## src/hw/rtl/ept_pkg.sv

```systemverilog
package ept_pkg;

  typedef enum logic [1:0] {
    REQ_REF     = 2'd0,
    REQ_RX      = 2'd1,
    REQ_WEND    = 2'd2,
    REQ_RESTART = 2'd3
  } ept_req_e;

  typedef enum logic [2:0] {
    CFG_PERIOD      = 3'd0,
    CFG_MIN_SPACING = 3'd1,
    CFG_MIN_PERIOD  = 3'd2,
    CFG_MAX_PERIOD  = 3'd3,
    CFG_OFFSET      = 3'd4,
    CFG_ALPHA       = 3'd5,
    CFG_AVG_SAMPLES = 3'd6,
    CFG_MIN_VALID   = 3'd7
  } ept_cfg_e;

  typedef enum logic [4:0] {
    OP_NOP,
    OP_LOAD,
    OP_REF,
    OP_RESTART,
    OP_DIFF,
    OP_QUAL,
    OP_DIV_INIT,
    OP_DIV_STEP,
    OP_ANGLE,
    OP_ROT_EDGE,
    OP_ROT_CUR,
    OP_VEC_WIN,
    OP_VEC_SEED,
    OP_CSTEP,
    OP_ACC_EDGE,
    OP_CUR,
    OP_SEED_ACC,
    OP_SEED_FIN,
    OP_EMA,
    OP_WIN_END
  } ept_op_e;

  localparam int unsigned CfgIdxBits  = 3;
  localparam int unsigned CfgDataBits = 16;
  localparam int unsigned IterBits    = 5;
  localparam int unsigned CordicSteps = 16;
  localparam int unsigned DivSteps    = 17;

  localparam logic [15:0] RstPeriod     = 16'd8000;
  localparam logic [9:0]  RstMinSpacing = 10'd80;
  localparam logic [15:0] RstMinPeriod  = 16'd6000;
  localparam logic [15:0] RstMaxPeriod  = 16'd10400;
  localparam logic [15:0] RstOffset     = 16'd0;
  localparam logic [15:0] RstAlpha      = 16'd11796;
  localparam logic [3:0]  RstAvgSamples = 4'd4;
  localparam logic [3:0]  RstMinValid   = 4'd2;

  localparam logic signed [31:0] CordicStart = 32'sd19896;
  localparam logic signed [23:0] HalfTurnZ   = 24'sd524288;
  localparam logic signed [19:0] SumLimit    = 20'sd262143;

  typedef struct packed {
    ept_op_e             op;
    logic [IterBits-1:0] iter;
  } ept_cmd_t;

  typedef struct packed {
    ept_req_e req;
    logic     spacing_ok;
    logic     qual_ok;
    logic     keep;
    logic     enough;
    logic     ema_ready;
    logic     seed_full;
  } ept_status_t;

  // arctangent of 2^-i, units of 2^-20 turn
  function automatic logic [17:0] ept_atan(input logic [3:0] i);
    logic [17:0] r;
    unique case (i)
      4'd0:  r = 18'd131072;
      4'd1:  r = 18'd77376;
      4'd2:  r = 18'd40884;
      4'd3:  r = 18'd20753;
      4'd4:  r = 18'd10417;
      4'd5:  r = 18'd5213;
      4'd6:  r = 18'd2607;
      4'd7:  r = 18'd1304;
      4'd8:  r = 18'd652;
      4'd9:  r = 18'd326;
      4'd10: r = 18'd163;
      4'd11: r = 18'd81;
      4'd12: r = 18'd41;
      4'd13: r = 18'd20;
      4'd14: r = 18'd10;
      default: r = 18'd5;
    endcase
    return r;
  endfunction

  function automatic logic signed [15:0] ept_sat16(input logic signed [31:0] v);
    logic signed [15:0] r;
    if (v > 32'sd32767) begin
      r = 16'sd32767;
    end else if (v < -32'sd32767) begin
      r = -16'sd32767;
    end else begin
      r = v[15:0];
    end
    return r;
  endfunction

  function automatic logic signed [18:0] ept_sat19(input logic signed [19:0] v);
    logic signed [18:0] r;
    if (v > SumLimit) begin
      r = SumLimit[18:0];
    end else if (v < -SumLimit) begin
      r = 19'(-SumLimit);
    end else begin
      r = v[18:0];
    end
    return r;
  endfunction

endpackage

```

## src/hw/rtl/ept_in_if.sv

```systemverilog
interface ept_in_if #(
  parameter int unsigned TICK_BITS = 48
);
  logic                 valid;
  logic                 ready;
  logic [1:0]           req_type;
  logic [TICK_BITS-1:0] timestamp;

  modport source (output valid, output req_type, output timestamp, input ready);
  modport sink   (input valid, input req_type, input timestamp, output ready);
endinterface

```

## src/hw/rtl/ept_out_if.sv

```systemverilog
interface ept_out_if;
  logic              valid;
  logic              ready;
  logic signed [15:0] phase_angle;
  logic              fresh;
  logic              tracking;
  logic [3:0]        valid_count;

  modport source (output valid, output phase_angle, output fresh, output tracking,
                  output valid_count, input ready);
  modport sink   (input valid, input phase_angle, input fresh, input tracking,
                  input valid_count, output ready);
endinterface

```

## src/hw/rtl/ept_datapath.sv

```systemverilog
module ept_datapath import ept_pkg::*; #(
  parameter int unsigned TICK_BITS    = 48,
  parameter int unsigned SEED_WINDOWS = 8
) (
  input  logic                   clk_i,
  input  logic                   rst_ni,
  input  logic                   cfg_we_i,
  input  logic [CfgIdxBits-1:0]  cfg_idx_i,
  input  logic [CfgDataBits-1:0] cfg_wdata_i,
  input  logic [1:0]             req_type_i,
  input  logic [TICK_BITS-1:0]   timestamp_i,
  input  ept_cmd_t               cmd_i,
  output ept_status_t            status_o,
  output logic signed [15:0]     phase_angle_o,
  output logic                   fresh_o,
  output logic                   tracking_o,
  output logic [3:0]             valid_count_o
);

  // configuration
  logic [15:0] period_q, min_period_q, max_period_q, offset_q, alpha_q;
  logic [9:0]  min_spacing_q;
  logic [3:0]  avg_samples_q, min_valid_q;

  always_ff @(posedge clk_i or negedge rst_ni) begin
    if (!rst_ni) begin
      period_q      <= RstPeriod;
      min_spacing_q <= RstMinSpacing;
      min_period_q  <= RstMinPeriod;
      max_period_q  <= RstMaxPeriod;
      offset_q      <= RstOffset;
      alpha_q       <= RstAlpha;
      avg_samples_q <= RstAvgSamples;
      min_valid_q   <= RstMinValid;
    end else if (cfg_we_i) begin
      unique case (ept_cfg_e'(cfg_idx_i))
        CFG_PERIOD:      period_q      <= cfg_wdata_i;
        CFG_MIN_SPACING: min_spacing_q <= cfg_wdata_i[9:0];
        CFG_MIN_PERIOD:  min_period_q  <= cfg_wdata_i;
        CFG_MAX_PERIOD:  max_period_q  <= cfg_wdata_i;
        CFG_OFFSET:      offset_q      <= cfg_wdata_i;
        CFG_ALPHA:       alpha_q       <= cfg_wdata_i;
        CFG_AVG_SAMPLES: avg_samples_q <= cfg_wdata_i[3:0];
        CFG_MIN_VALID:   min_valid_q   <= cfg_wdata_i[3:0];
        default: ;
      endcase
    end
  end

  // tracking state
  logic [TICK_BITS-1:0] ref_tick_q, ref_tick_d, last_rx_q, last_rx_d;
  logic                 ref_seen_q, ref_seen_d, ema_ready_q, ema_ready_d;
  logic signed [18:0]   sin_sum_q, sin_sum_d, cos_sum_q, cos_sum_d;
  logic signed [18:0]   seed_sin_q, seed_sin_d, seed_cos_q, seed_cos_d;
  logic [3:0]           win_cnt_q, win_cnt_d, seed_cnt_q, seed_cnt_d;
  logic signed [15:0]   ema_q, ema_d, held_q, held_d;
  logic                 fresh_q, fresh_d;

  // working registers
  logic [1:0]           req_q, req_d;
  logic [TICK_BITS-1:0] now_q, now_d, d_rx_q, d_rx_d, d_tx_q, d_tx_d;
  logic [15:0]          norm_q, norm_d, rem_q, rem_d;
  logic [16:0]          qb_q, qb_d;
  logic signed [15:0]   ang_q, ang_d, cur_q, cur_d;
  logic signed [31:0]   x_q, x_d, y_q, y_d;
  logic signed [23:0]   z_q, z_d;
  logic                 rot_q, rot_d, neg_q, neg_d, zero_q, zero_d;

  // output register
  logic signed [15:0] o_phase_q, o_phase_d;
  logic               o_fresh_q, o_fresh_d, o_track_q, o_track_d;
  logic [3:0]         o_cnt_q, o_cnt_d;

  // status
  logic [3:0]         cap;
  logic signed [15:0] ang_diff;

  assign cap      = (avg_samples_q > 4'd8) ? 4'd8 : avg_samples_q;
  assign ang_diff = ang_q - ema_q;

  always_comb begin
    status_o.req        = ept_req_e'(req_q);
    status_o.spacing_ok = d_rx_q >= TICK_BITS'(min_spacing_q);
    status_o.qual_ok    = ref_seen_q && (period_q != 16'd0) &&
                          (d_tx_q <= TICK_BITS'({period_q, 1'b0})) &&
                          (d_rx_q >= TICK_BITS'(min_period_q)) &&
                          (d_rx_q <= TICK_BITS'(max_period_q)) &&
                          (win_cnt_q < cap);
    status_o.keep       = !ema_ready_q ||
                          ((ang_diff <= 16'sd16384) && (ang_diff >= -16'sd16384));
    status_o.enough     = win_cnt_q >= min_valid_q;
    status_o.ema_ready  = ema_ready_q;
    status_o.seed_full  = seed_cnt_q >= 4'(SEED_WINDOWS);
  end

  // helpers
  logic [17:0]        d18, p18;
  logic [32:0]        num;
  logic [16:0]        div_t;
  logic               div_ge;
  logic signed [16:0] a17, a_src;
  logic signed [19:0] vx, vy, nx, ny;
  logic [3:0]         sh;
  logic signed [31:0] dx, dy;
  logic signed [23:0] at, zr;
  logic               sigma;
  logic signed [15:0] rs, rc, vres;
  logic signed [15:0] ema_diff;
  logic signed [33:0] prod;

  assign d18 = d_tx_q[17:0];
  assign p18 = {2'b00, period_q};
  assign num = {1'b0, norm_q, 16'd0} + {18'd0, period_q[15:1]};
  assign div_t  = {rem_q, qb_q[16]};
  assign div_ge = div_t >= {1'b0, period_q};

  assign sh    = cmd_i.iter[3:0];
  assign dx    = y_q >>> sh;
  assign dy    = x_q >>> sh;
  assign at    = {6'd0, ept_atan(sh)};
  assign sigma = rot_q ? !z_q[23] : (y_q <= 32'sd0);

  assign rs = neg_q ? -ept_sat16(y_q) : ept_sat16(y_q);
  assign rc = neg_q ? -ept_sat16(x_q) : ept_sat16(x_q);
  assign zr   = z_q + 24'sd8;
  assign vres = zero_q ? 16'sd0 : zr[19:4];

  assign ema_diff = cur_q - ema_q;
  assign prod     = 34'($signed({1'b0, alpha_q}) * ema_diff) + 34'sd32768;

  always_comb begin
    ref_tick_d  = ref_tick_q;  last_rx_d  = last_rx_q;
    ref_seen_d  = ref_seen_q;  ema_ready_d = ema_ready_q;
    sin_sum_d   = sin_sum_q;   cos_sum_d  = cos_sum_q;
    seed_sin_d  = seed_sin_q;  seed_cos_d = seed_cos_q;
    win_cnt_d   = win_cnt_q;   seed_cnt_d = seed_cnt_q;
    ema_d       = ema_q;       held_d     = held_q;
    fresh_d     = fresh_q;
    req_d  = req_q;  now_d  = now_q;  d_rx_d = d_rx_q; d_tx_d = d_tx_q;
    norm_d = norm_q; rem_d  = rem_q;  qb_d   = qb_q;
    ang_d  = ang_q;  cur_d  = cur_q;
    x_d = x_q; y_d = y_q; z_d = z_q; rot_d = rot_q; neg_d = neg_q; zero_d = zero_q;
    o_phase_d = o_phase_q; o_fresh_d = o_fresh_q; o_track_d = o_track_q; o_cnt_d = o_cnt_q;
    a17 = '0; a_src = '0; vx = '0; vy = '0; nx = '0; ny = '0;

    unique case (cmd_i.op)
      OP_LOAD: begin
        req_d   = req_type_i;
        now_d   = timestamp_i;
        fresh_d = 1'b0;
      end
      OP_REF: begin
        ref_tick_d = now_q;
        ref_seen_d = 1'b1;
      end
      OP_RESTART: begin
        ref_tick_d = '0; last_rx_d = '0; ref_seen_d = 1'b0; ema_ready_d = 1'b0;
        sin_sum_d = '0; cos_sum_d = '0; seed_sin_d = '0; seed_cos_d = '0;
        win_cnt_d = '0; seed_cnt_d = '0; ema_d = '0; held_d = '0;
      end
      OP_DIFF: begin
        d_rx_d = now_q - last_rx_q;
        d_tx_d = now_q - ref_tick_q;
      end
      OP_QUAL: begin
        if (status_o.spacing_ok) begin
          last_rx_d = now_q;
        end
        // lag is at most two periods here, so folding takes two compares
        if (d18 >= {p18[16:0], 1'b0}) begin
          norm_d = 16'(d18 - {p18[16:0], 1'b0});
        end else if (d18 >= p18) begin
          norm_d = 16'(d18 - p18);
        end else begin
          norm_d = d18[15:0];
        end
      end
      OP_DIV_INIT: begin
        rem_d = num[32:17];
        qb_d  = num[16:0];
      end
      OP_DIV_STEP: begin
        rem_d = div_ge ? 16'(div_t - {1'b0, period_q}) : div_t[15:0];
        qb_d  = {qb_q[15:0], div_ge};
      end
      OP_ANGLE: begin
        ang_d = qb_q[15:0] - offset_q;
      end
      OP_ROT_EDGE, OP_ROT_CUR: begin
        a_src = (cmd_i.op == OP_ROT_EDGE) ? 17'(ang_q) : 17'(cur_q);
        neg_d = 1'b1;
        if (a_src > 17'sd16384) begin
          a17 = a_src - 17'sd32768;
        end else if (a_src < -17'sd16384) begin
          a17 = a_src + 17'sd32768;
        end else begin
          a17   = a_src;
          neg_d = 1'b0;
        end
        rot_d = 1'b1;
        x_d   = CordicStart;
        y_d   = '0;
        z_d   = {{3{a17[16]}}, a17, 4'd0};
      end
      OP_VEC_WIN, OP_VEC_SEED: begin
        vx = (cmd_i.op == OP_VEC_WIN) ? 20'(cos_sum_q) : 20'(seed_cos_q);
        vy = (cmd_i.op == OP_VEC_WIN) ? 20'(sin_sum_q) : 20'(seed_sin_q);
        rot_d  = 1'b0;
        zero_d = (vx == 20'sd0) && (vy == 20'sd0);
        if (vx < 20'sd0) begin
          nx  = -vx;
          ny  = -vy;
          z_d = HalfTurnZ;
        end else begin
          nx  = vx;
          ny  = vy;
          z_d = '0;
        end
        x_d = {{4{nx[19]}}, nx, 8'd0};
        y_d = {{4{ny[19]}}, ny, 8'd0};
      end
      OP_CSTEP: begin
        x_d = sigma ? x_q - dx : x_q + dx;
        y_d = sigma ? y_q + dy : y_q - dy;
        z_d = sigma ? z_q - at : z_q + at;
      end
      OP_ACC_EDGE: begin
        sin_sum_d = sin_sum_q + 19'(rs);
        cos_sum_d = cos_sum_q + 19'(rc);
        win_cnt_d = win_cnt_q + 4'd1;
      end
      OP_CUR: begin
        cur_d = vres;
      end
      OP_SEED_ACC: begin
        seed_sin_d = ept_sat19(20'(seed_sin_q) + 20'(rs));
        seed_cos_d = ept_sat19(20'(seed_cos_q) + 20'(rc));
        seed_cnt_d = seed_cnt_q + 4'd1;
      end
      OP_SEED_FIN: begin
        ema_d       = vres;
        ema_ready_d = 1'b1;
        seed_cnt_d  = '0;
        seed_sin_d  = '0;
        seed_cos_d  = '0;
      end
      OP_EMA: begin
        ema_d   = ema_q + prod[31:16];
        held_d  = ema_q + prod[31:16];
        fresh_d = 1'b1;
      end
      OP_WIN_END: begin
        o_phase_d = held_q;
        o_fresh_d = fresh_q;
        o_track_d = ema_ready_q;
        o_cnt_d   = win_cnt_q;
        sin_sum_d = '0;
        cos_sum_d = '0;
        win_cnt_d = '0;
      end
      default: ;
    endcase
  end

  always_ff @(posedge clk_i or negedge rst_ni) begin
    if (!rst_ni) begin
      ref_tick_q <= '0; last_rx_q <= '0; ref_seen_q <= 1'b0; ema_ready_q <= 1'b0;
      sin_sum_q <= '0; cos_sum_q <= '0; seed_sin_q <= '0; seed_cos_q <= '0;
      win_cnt_q <= '0; seed_cnt_q <= '0; ema_q <= '0; held_q <= '0;
      fresh_q <= 1'b0; req_q <= '0;
    end else begin
      ref_tick_q <= ref_tick_d; last_rx_q <= last_rx_d;
      ref_seen_q <= ref_seen_d; ema_ready_q <= ema_ready_d;
      sin_sum_q <= sin_sum_d; cos_sum_q <= cos_sum_d;
      seed_sin_q <= seed_sin_d; seed_cos_q <= seed_cos_d;
      win_cnt_q <= win_cnt_d; seed_cnt_q <= seed_cnt_d;
      ema_q <= ema_d; held_q <= held_d; fresh_q <= fresh_d; req_q <= req_d;
    end
  end

  always_ff @(posedge clk_i) begin
    now_q <= now_d; d_rx_q <= d_rx_d; d_tx_q <= d_tx_d;
    norm_q <= norm_d; rem_q <= rem_d; qb_q <= qb_d;
    ang_q <= ang_d; cur_q <= cur_d;
    x_q <= x_d; y_q <= y_d; z_q <= z_d;
    rot_q <= rot_d; neg_q <= neg_d; zero_q <= zero_d;
    o_phase_q <= o_phase_d; o_fresh_q <= o_fresh_d;
    o_track_q <= o_track_d; o_cnt_q <= o_cnt_d;
  end

  assign phase_angle_o = o_phase_q;
  assign fresh_o       = o_fresh_q;
  assign tracking_o    = o_track_q;
  assign valid_count_o = o_cnt_q;

endmodule

```

## src/hw/rtl/ept_ctrl.sv

```systemverilog
module ept_ctrl import ept_pkg::*; (
  input  logic        clk_i,
  input  logic        rst_ni,
  input  logic        in_valid_i,
  output logic        in_ready_o,
  output logic        out_valid_o,
  input  logic        out_ready_i,
  input  ept_status_t status_i,
  output ept_cmd_t    cmd_o
);

  typedef enum logic [4:0] {
    ST_IDLE, ST_DISPATCH, ST_QUAL, ST_DIVINIT, ST_DIV, ST_ANGLE, ST_ROTE,
    ST_CSTEP, ST_ACC, ST_CUR, ST_ROTC, ST_SEEDACC, ST_SEEDCHK, ST_SEEDFIN,
    ST_EMA, ST_WINEND
  } state_e;

  state_e              state_q, state_d, ret_q, ret_d;
  logic [IterBits-1:0] iter_q, iter_d;
  logic                out_valid_q, out_valid_d;

  always_comb begin
    state_d     = state_q;
    ret_d       = ret_q;
    iter_d      = '0;
    out_valid_d = out_valid_q && !out_ready_i;
    in_ready_o  = 1'b0;
    cmd_o.op    = OP_NOP;
    cmd_o.iter  = iter_q;

    unique case (state_q)
      ST_IDLE: begin
        in_ready_o = 1'b1;
        if (in_valid_i) begin
          cmd_o.op = OP_LOAD;
          state_d  = ST_DISPATCH;
        end
      end
      ST_DISPATCH: begin
        unique case (status_i.req)
          REQ_REF: begin
            cmd_o.op = OP_REF;
            state_d  = ST_IDLE;
          end
          REQ_RESTART: begin
            cmd_o.op = OP_RESTART;
            state_d  = ST_IDLE;
          end
          REQ_RX: begin
            cmd_o.op = OP_DIFF;
            state_d  = ST_QUAL;
          end
          default: begin
            if (status_i.enough) begin
              cmd_o.op = OP_VEC_WIN;
              ret_d    = ST_CUR;
              state_d  = ST_CSTEP;
            end else begin
              state_d = ST_WINEND;
            end
          end
        endcase
      end
      ST_QUAL: begin
        cmd_o.op = OP_QUAL;
        state_d  = (status_i.spacing_ok && status_i.qual_ok) ? ST_DIVINIT : ST_IDLE;
      end
      ST_DIVINIT: begin
        cmd_o.op = OP_DIV_INIT;
        state_d  = ST_DIV;
      end
      ST_DIV: begin
        cmd_o.op = OP_DIV_STEP;
        iter_d   = iter_q + 1'b1;
        if (iter_q == IterBits'(DivSteps - 1)) begin
          iter_d  = '0;
          state_d = ST_ANGLE;
        end
      end
      ST_ANGLE: begin
        cmd_o.op = OP_ANGLE;
        state_d  = ST_ROTE;
      end
      ST_ROTE: begin
        if (status_i.keep) begin
          cmd_o.op = OP_ROT_EDGE;
          ret_d    = ST_ACC;
          state_d  = ST_CSTEP;
        end else begin
          state_d = ST_IDLE;
        end
      end
      ST_CSTEP: begin
        cmd_o.op = OP_CSTEP;
        iter_d   = iter_q + 1'b1;
        if (iter_q == IterBits'(CordicSteps - 1)) begin
          iter_d  = '0;
          state_d = ret_q;
        end
      end
      ST_ACC: begin
        cmd_o.op = OP_ACC_EDGE;
        state_d  = ST_IDLE;
      end
      ST_CUR: begin
        cmd_o.op = OP_CUR;
        state_d  = status_i.ema_ready ? ST_EMA : ST_ROTC;
      end
      ST_ROTC: begin
        cmd_o.op = OP_ROT_CUR;
        ret_d    = ST_SEEDACC;
        state_d  = ST_CSTEP;
      end
      ST_SEEDACC: begin
        cmd_o.op = OP_SEED_ACC;
        state_d  = ST_SEEDCHK;
      end
      ST_SEEDCHK: begin
        if (status_i.seed_full) begin
          cmd_o.op = OP_VEC_SEED;
          ret_d    = ST_SEEDFIN;
          state_d  = ST_CSTEP;
        end else begin
          state_d = ST_WINEND;
        end
      end
      ST_SEEDFIN: begin
        cmd_o.op = OP_SEED_FIN;
        state_d  = ST_WINEND;
      end
      ST_EMA: begin
        cmd_o.op = OP_EMA;
        state_d  = ST_WINEND;
      end
      ST_WINEND: begin
        // hold until the output register is free
        if (!out_valid_q || out_ready_i) begin
          cmd_o.op    = OP_WIN_END;
          out_valid_d = 1'b1;
          state_d     = ST_IDLE;
        end
      end
      default: state_d = ST_IDLE;
    endcase
  end

  always_ff @(posedge clk_i or negedge rst_ni) begin
    if (!rst_ni) begin
      state_q     <= ST_IDLE;
      ret_q       <= ST_IDLE;
      iter_q      <= '0;
      out_valid_q <= 1'b0;
    end else begin
      state_q     <= state_d;
      ret_q       <= ret_d;
      iter_q      <= iter_d;
      out_valid_q <= out_valid_d;
    end
  end

  assign out_valid_o = out_valid_q;

endmodule

```

## src/hw/rtl/edge_phase_tracker.sv

```systemverilog
// Channel   Dir  Payload                                      Transfer
// in_if     in   req_type, timestamp                          valid & ready
// out_if    out  phase_angle, fresh, tracking, valid_count    valid & ready
// cfg       in   cfg_idx_i, cfg_wdata_i                       cfg_we_i
//
// One item at a time. Reference edge and restart: load, then dispatch. Receive edge:
// if it qualifies, a 17-step restoring divider, then one 16-step CORDIC rotation.
// Window end: the shared 16-step CORDIC runs up to three times.
// The result sits in an output register; a window end waits only if it is still full.
// Reset clears all tracking state and loads the register defaults.
module edge_phase_tracker import ept_pkg::*; #(
  parameter int unsigned TICK_BITS    = 48,
  parameter int unsigned SEED_WINDOWS = 8
) (
  input  logic                   clk_i,
  input  logic                   rst_ni,
  ept_in_if.sink                 in_if,
  ept_out_if.source              out_if,
  input  logic                   cfg_we_i,
  input  logic [CfgIdxBits-1:0]  cfg_idx_i,
  input  logic [CfgDataBits-1:0] cfg_wdata_i
);

  ept_cmd_t    cmd;
  ept_status_t status;

  ept_ctrl u_ctrl (
    .clk_i       (clk_i),
    .rst_ni      (rst_ni),
    .in_valid_i  (in_if.valid),
    .in_ready_o  (in_if.ready),
    .out_valid_o (out_if.valid),
    .out_ready_i (out_if.ready),
    .status_i    (status),
    .cmd_o       (cmd)
  );

  ept_datapath #(
    .TICK_BITS    (TICK_BITS),
    .SEED_WINDOWS (SEED_WINDOWS)
  ) u_datapath (
    .clk_i         (clk_i),
    .rst_ni        (rst_ni),
    .cfg_we_i      (cfg_we_i),
    .cfg_idx_i     (cfg_idx_i),
    .cfg_wdata_i   (cfg_wdata_i),
    .req_type_i    (in_if.req_type),
    .timestamp_i   (in_if.timestamp),
    .cmd_i         (cmd),
    .status_o      (status),
    .phase_angle_o (out_if.phase_angle),
    .fresh_o       (out_if.fresh),
    .tracking_o    (out_if.tracking),
    .valid_count_o (out_if.valid_count)
  );

  a_fresh_tracking: assert property (@(posedge clk_i) disable iff (!rst_ni)
    out_if.valid |-> (!out_if.fresh || out_if.tracking))
    else $error("fresh result without tracking");

  a_count_range: assert property (@(posedge clk_i) disable iff (!rst_ni)
    out_if.valid |-> (out_if.valid_count <= 4'd8))
    else $error("window count above eight");

  a_busy_after_transfer: assert property (@(posedge clk_i) disable iff (!rst_ni)
    (in_if.valid && in_if.ready) |=> !in_if.ready)
    else $error("input ready right after a transfer");

endmodule

```

## src/flat_wrapper.sv

```systemverilog
// flat-port wrapper written by rule: the top's interface ports become plain ports
module edge_phase_tracker_flat import ept_pkg::*;
#(
  parameter int unsigned TICK_BITS    = 48,
  parameter int unsigned SEED_WINDOWS = 8
)
  (clk_i, rst_ni, cfg_we_i, cfg_idx_i, cfg_wdata_i, in_if_valid, in_if_req_type, in_if_timestamp, in_if_ready, out_if_valid, out_if_phase_angle, out_if_fresh, out_if_tracking, out_if_valid_count, out_if_ready);
  ept_in_if #(.TICK_BITS(TICK_BITS)) in_if_i ();
  ept_out_if out_if_i ();
  input  logic clk_i;
  input  logic rst_ni;
  input  logic cfg_we_i;
  input  logic [CfgIdxBits-1:0] cfg_idx_i;
  input  logic [CfgDataBits-1:0] cfg_wdata_i;
  input wire logic [$bits(in_if_i.valid)-1:0] in_if_valid;
  input wire logic [$bits(in_if_i.req_type)-1:0] in_if_req_type;
  input wire logic [$bits(in_if_i.timestamp)-1:0] in_if_timestamp;
  output wire logic [$bits(in_if_i.ready)-1:0] in_if_ready;
  output wire logic [$bits(out_if_i.valid)-1:0] out_if_valid;
  output wire logic [$bits(out_if_i.phase_angle)-1:0] out_if_phase_angle;
  output wire logic [$bits(out_if_i.fresh)-1:0] out_if_fresh;
  output wire logic [$bits(out_if_i.tracking)-1:0] out_if_tracking;
  output wire logic [$bits(out_if_i.valid_count)-1:0] out_if_valid_count;
  input wire logic [$bits(out_if_i.ready)-1:0] out_if_ready;
  assign in_if_i.valid = in_if_valid;
  assign in_if_i.req_type = in_if_req_type;
  assign in_if_i.timestamp = in_if_timestamp;
  assign in_if_ready = in_if_i.ready;
  assign out_if_valid = out_if_i.valid;
  assign out_if_phase_angle = out_if_i.phase_angle;
  assign out_if_fresh = out_if_i.fresh;
  assign out_if_tracking = out_if_i.tracking;
  assign out_if_valid_count = out_if_i.valid_count;
  assign out_if_i.ready = out_if_ready;
  edge_phase_tracker #(.TICK_BITS(TICK_BITS), .SEED_WINDOWS(SEED_WINDOWS)) u_core (.clk_i(clk_i), .rst_ni(rst_ni), .in_if(in_if_i), .out_if(out_if_i), .cfg_we_i(cfg_we_i), .cfg_idx_i(cfg_idx_i), .cfg_wdata_i(cfg_wdata_i));
endmodule
```

## config.mk

```make
export PLATFORM = sky130hd
export DESIGN_NAME = edge_phase_tracker_flat
export DESIGN_NICKNAME = d
export VERILOG_FILES = /design/src/hw/rtl/ept_pkg.sv /design/src/hw/rtl/ept_in_if.sv /design/src/hw/rtl/ept_out_if.sv /design/src/hw/rtl/ept_datapath.sv /design/src/hw/rtl/ept_ctrl.sv /design/src/hw/rtl/edge_phase_tracker.sv /design/src/flat_wrapper.sv
export SDC_FILE = /design/constraint.sdc
export NUM_CORES = 2
export LEC_CHECK = 0
export ABC_CLOCK_PERIOD_IN_PS = 35600
export BUFFER_PORTS_ARGS = -buffer_cell sky130_fd_sc_hd__buf_2
export CAP_MARGIN = 5
export CELL_PAD_IN_SITES_DETAIL_PLACEMENT = 0
export CELL_PAD_IN_SITES_GLOBAL_PLACEMENT = 1
export CORE_MARGIN = 2
export CORE_UTILIZATION = 55
export DETAILED_ROUTE_END_ITERATION = 6
export PLACE_DENSITY = 0.95
export SKIP_CTS_REPAIR_TIMING = 1
export SLEW_MARGIN = 15
export SYNTH_ARGS = -nofsm -noshare
export SYNTH_HDL_FRONTEND = slang
export SYNTH_SLANG_ARGS = --single-unit
```

## constraint.sdc

```tcl
create_clock -name clk_i -period 35.6 [get_ports clk_i]
set_input_delay 3.56 -clock clk_i [delete_from_list [all_inputs] [get_ports clk_i]]
set_output_delay 3.56 -clock clk_i [all_outputs]
set_load 0.03 [all_outputs]
```

==> flow_summary.yaml <==
clocking:
  cts_tree: "built"
  htreeDepth: 3
  clk_pin_slew_worst_paths_ns: 0.06
  cts_buffer_depth: 3
  root_buffer: "clkbuf_16"
  cts-buffers-inserted: 80
  clock-sinks: 667
  clock_latency_ns: 0.69
die:
  placeableCoreArea_um2: 109000
  dieWidth_um: 335
  start_util: 0.554
  rows: 121
  dieHeight_um: 335
  ioPinCount: 98
  dieArea_um2: 112000
synthesis:
  synth_xor_area_frac: 0.0621
  ys.flop_type: "edfxtp_1"
  synth_most_common_cell: "nand2_1"
  syn_nets: 7416
  synthMuxAreaShare: 0.0683
  syn-instance-count: 6585
  synth_cell_types: 96
  yosysSeqAreaShare: 0.306
  synth_area_per_cell_um2: 9.14
  synth_top_family_by_area: "adder cells"
  yosys-top-cells-area: "edfxtp_1 (17%), dfrtp_1 (13%), ha_1 (11%)"
  synth_adder_area_share: 0.183
  ys_ff_latch: 667
  yosys.area_share.simple: 0.160
  synth_async_sr_flop_share: 0.493
  syn_area_um2: 60200
  synth_edf_count: 338
  yosysWarnings: 0
  synth_commonest_cells: "nand2_1 (697), inv_1 (584), ha_1 (549)"
  yosys.area.top_type: "edfxtp_1"
  synth_compound_area_frac: 0.167
  synth_top_area_frac: 0.169
sta:
  hold_viol: 0
  worstMarginPinSlew_ns: 1.09
  setup_violations: 0
  slew_viol_final: 0
  post-route-min-period_ns: 10.62
  max_freq_ghz: 0.0941
  finalClockSkew_ns: 0.0576
  slew_headroom: 0.250
  setup_tns_ns: 0
  rsz0062_at_grt: "false"
  fin_crit_sh: 0.298
grt:
  grt_pass1_vias: 47773
  overflow: 0
  top_usage_layer: "met2"
  antenna_found_initial: 10
  grt_pass1_wl_mm: 264
  grtUsageTotal: 0.294
  met1_usage: 0.416
  grt_max_degree: 98
  grtUsageMet3: 0.0642
  met2_usage: 0.457
critical_path:
  slowest_stage: "a2111oi_0"
  cp_common_cell: "fa_1"
  crit_buf_inv: 6
  worstSetupPathType: "flip-flop to flip-flop"
  crit_path_max_fanout: 16
  required_ns: 36.11
  startpoint_type: "flip-flop"
  max_stage_delay_ns: 0.60
  worstPathArrival_ns: 11.13
  critPathTopFamily: "adder cells"
  crit_path_end_kind: "flip-flop"
place:
  dp_hpwl_mm: 124
  gp_congestion: 0.959
  port_buffers: 97
min_path:
  hold_path_class: "flip-flop to flip-flop"
route:
  wirelength_mm: 166
  vias: 49846
  drc: 0
  ant_nets: 0
  first_pass_iters: 5
  drt-initial-drc-count: 4201
  post_drt_wl_per_cell_um: 20.6
  via_per_inst: 6.17
outcome:
  outcome: "complete, no violations"
finish:
  fillCellCount: 9294
  syn2layout_area_growth_pct: 8.07
  nNetsFinal: 7426
  drive_above_1_share: 0.0926
run:
  drv_cap: 0
layout make-up:
class / instances / area (um^2) / area share
Tap cell: 1414 / 1770 / 0.0272
Clock inverter: 46 / 687 / 0.0106
Antenna cell: 2 / 5.00 / 0.0000769
Clock buffer: 104 / 2200 / 0.0338
Timing Repair Buffer: 165 / 1010 / 0.0155
Sequential cell: 667 / 18400 / 0.283
Multi-Input combinational cell: 5091 / 38800 / 0.596
Inverter: 590 / 2210 / 0.0340
placed cells by master, fill, tap and decap left out, types with 113 or more instances in the layout:
cell,instances
dfrtp_1,298
mux2i_1,121
a21oi_1,412
xor2_1,161
nor2_1,408
inv_1,584
a21o_1,146
o21ai_0,438
nand2_1,694
and2_1,113
fa_1,208
nor3_1,141
mux2_2,120
ha_1,549
xnor2_1,260
edfxtp_1,338
registers in the layout, summed over array words and instances, names as in the netlist, 17 cells and up:
register                      flops
u_core.u_datapath.z_q            24
u_core.u_datapath.seed_sin_q     19
u_core.u_datapath.x_q            32
u_core.u_datapath.y_q            32
u_core.u_datapath.d_rx_q         48
u_core.u_datapath.last_rx_q      48
u_core.u_datapath.now_q          48
u_core.u_datapath.sin_sum_q      19
u_core.u_datapath.qb_q           17
u_core.u_datapath.ref_tick_q     48
u_core.u_datapath.seed_cos_q     19
u_core.u_datapath.cos_sum_q      19
u_core.u_datapath.d_tx_q         48
stage by stage:
stage	worst slack [ns]	hold slack, ns	std cells	cell area [um^2]	utilization
after CTS	25.11	0.453	8077	65000	0.598
after global routing	24.38	0.460	8078	65100	0.598
after floorplan	20.49	0.425	6585	60200	-
after detailed placement	25.21	0.440	7927	62200	0.572
after global placement	25.18	0.435	7927	62200	0.572
final	24.98	0.453	8079	65100	0.599
logic make-up after synthesis:
| logic type | count (synthesis) |
|---|---|
| AO/OA/AOI/OAI | 1593 |
| XOR/XNOR | 425 |
| adder cells (fa/ha/maj) | 757 |
| buffers and inverters | 827 |
| flip-flops | 667 |
| multiplexers | 311 |
| AND/OR/NAND/NOR | 2005 |
per-layer routing:
metal  wire length, um  up-vias  share of wire
met3             15000      284          0.090
li1                  -    23506              -
met2             73700     1876           0.44
met5                97        -        0.00058
met4              4210       14          0.025
met1             73300    24166           0.44
path summary, 6_finish.rpt:
kind / startpoint / depth (start not counted) / to / slack, ns
setup / recovery: u_core.u_datapath.ema_q[0] / 44 / u_core.u_datapath.held_q[15] / 24.98
hold / removal: u_core.u_datapath.held_q[9] / 0 / u_core.u_datapath.phase_angle_o[9] / 0.45
setup reg to reg: u_core.u_datapath.ema_q[0] / 44 / u_core.u_datapath.held_q[15] / 24.98
hold reg to reg: u_core.u_datapath.held_q[9] / 0 / u_core.u_datapath.phase_angle_o[9] / 0.45
max in group asynchronous: rst_ni / 4 / u_core.u_datapath.alpha_q[3] / 29.68
min in group asynchronous: rst_ni / 1 / u_core.u_datapath.last_rx_q[35] / 2.90
Power is left out: the tool's default activity adds up to more than one toggle a clock period on the data nets, which glitch-free logic cannot reach.
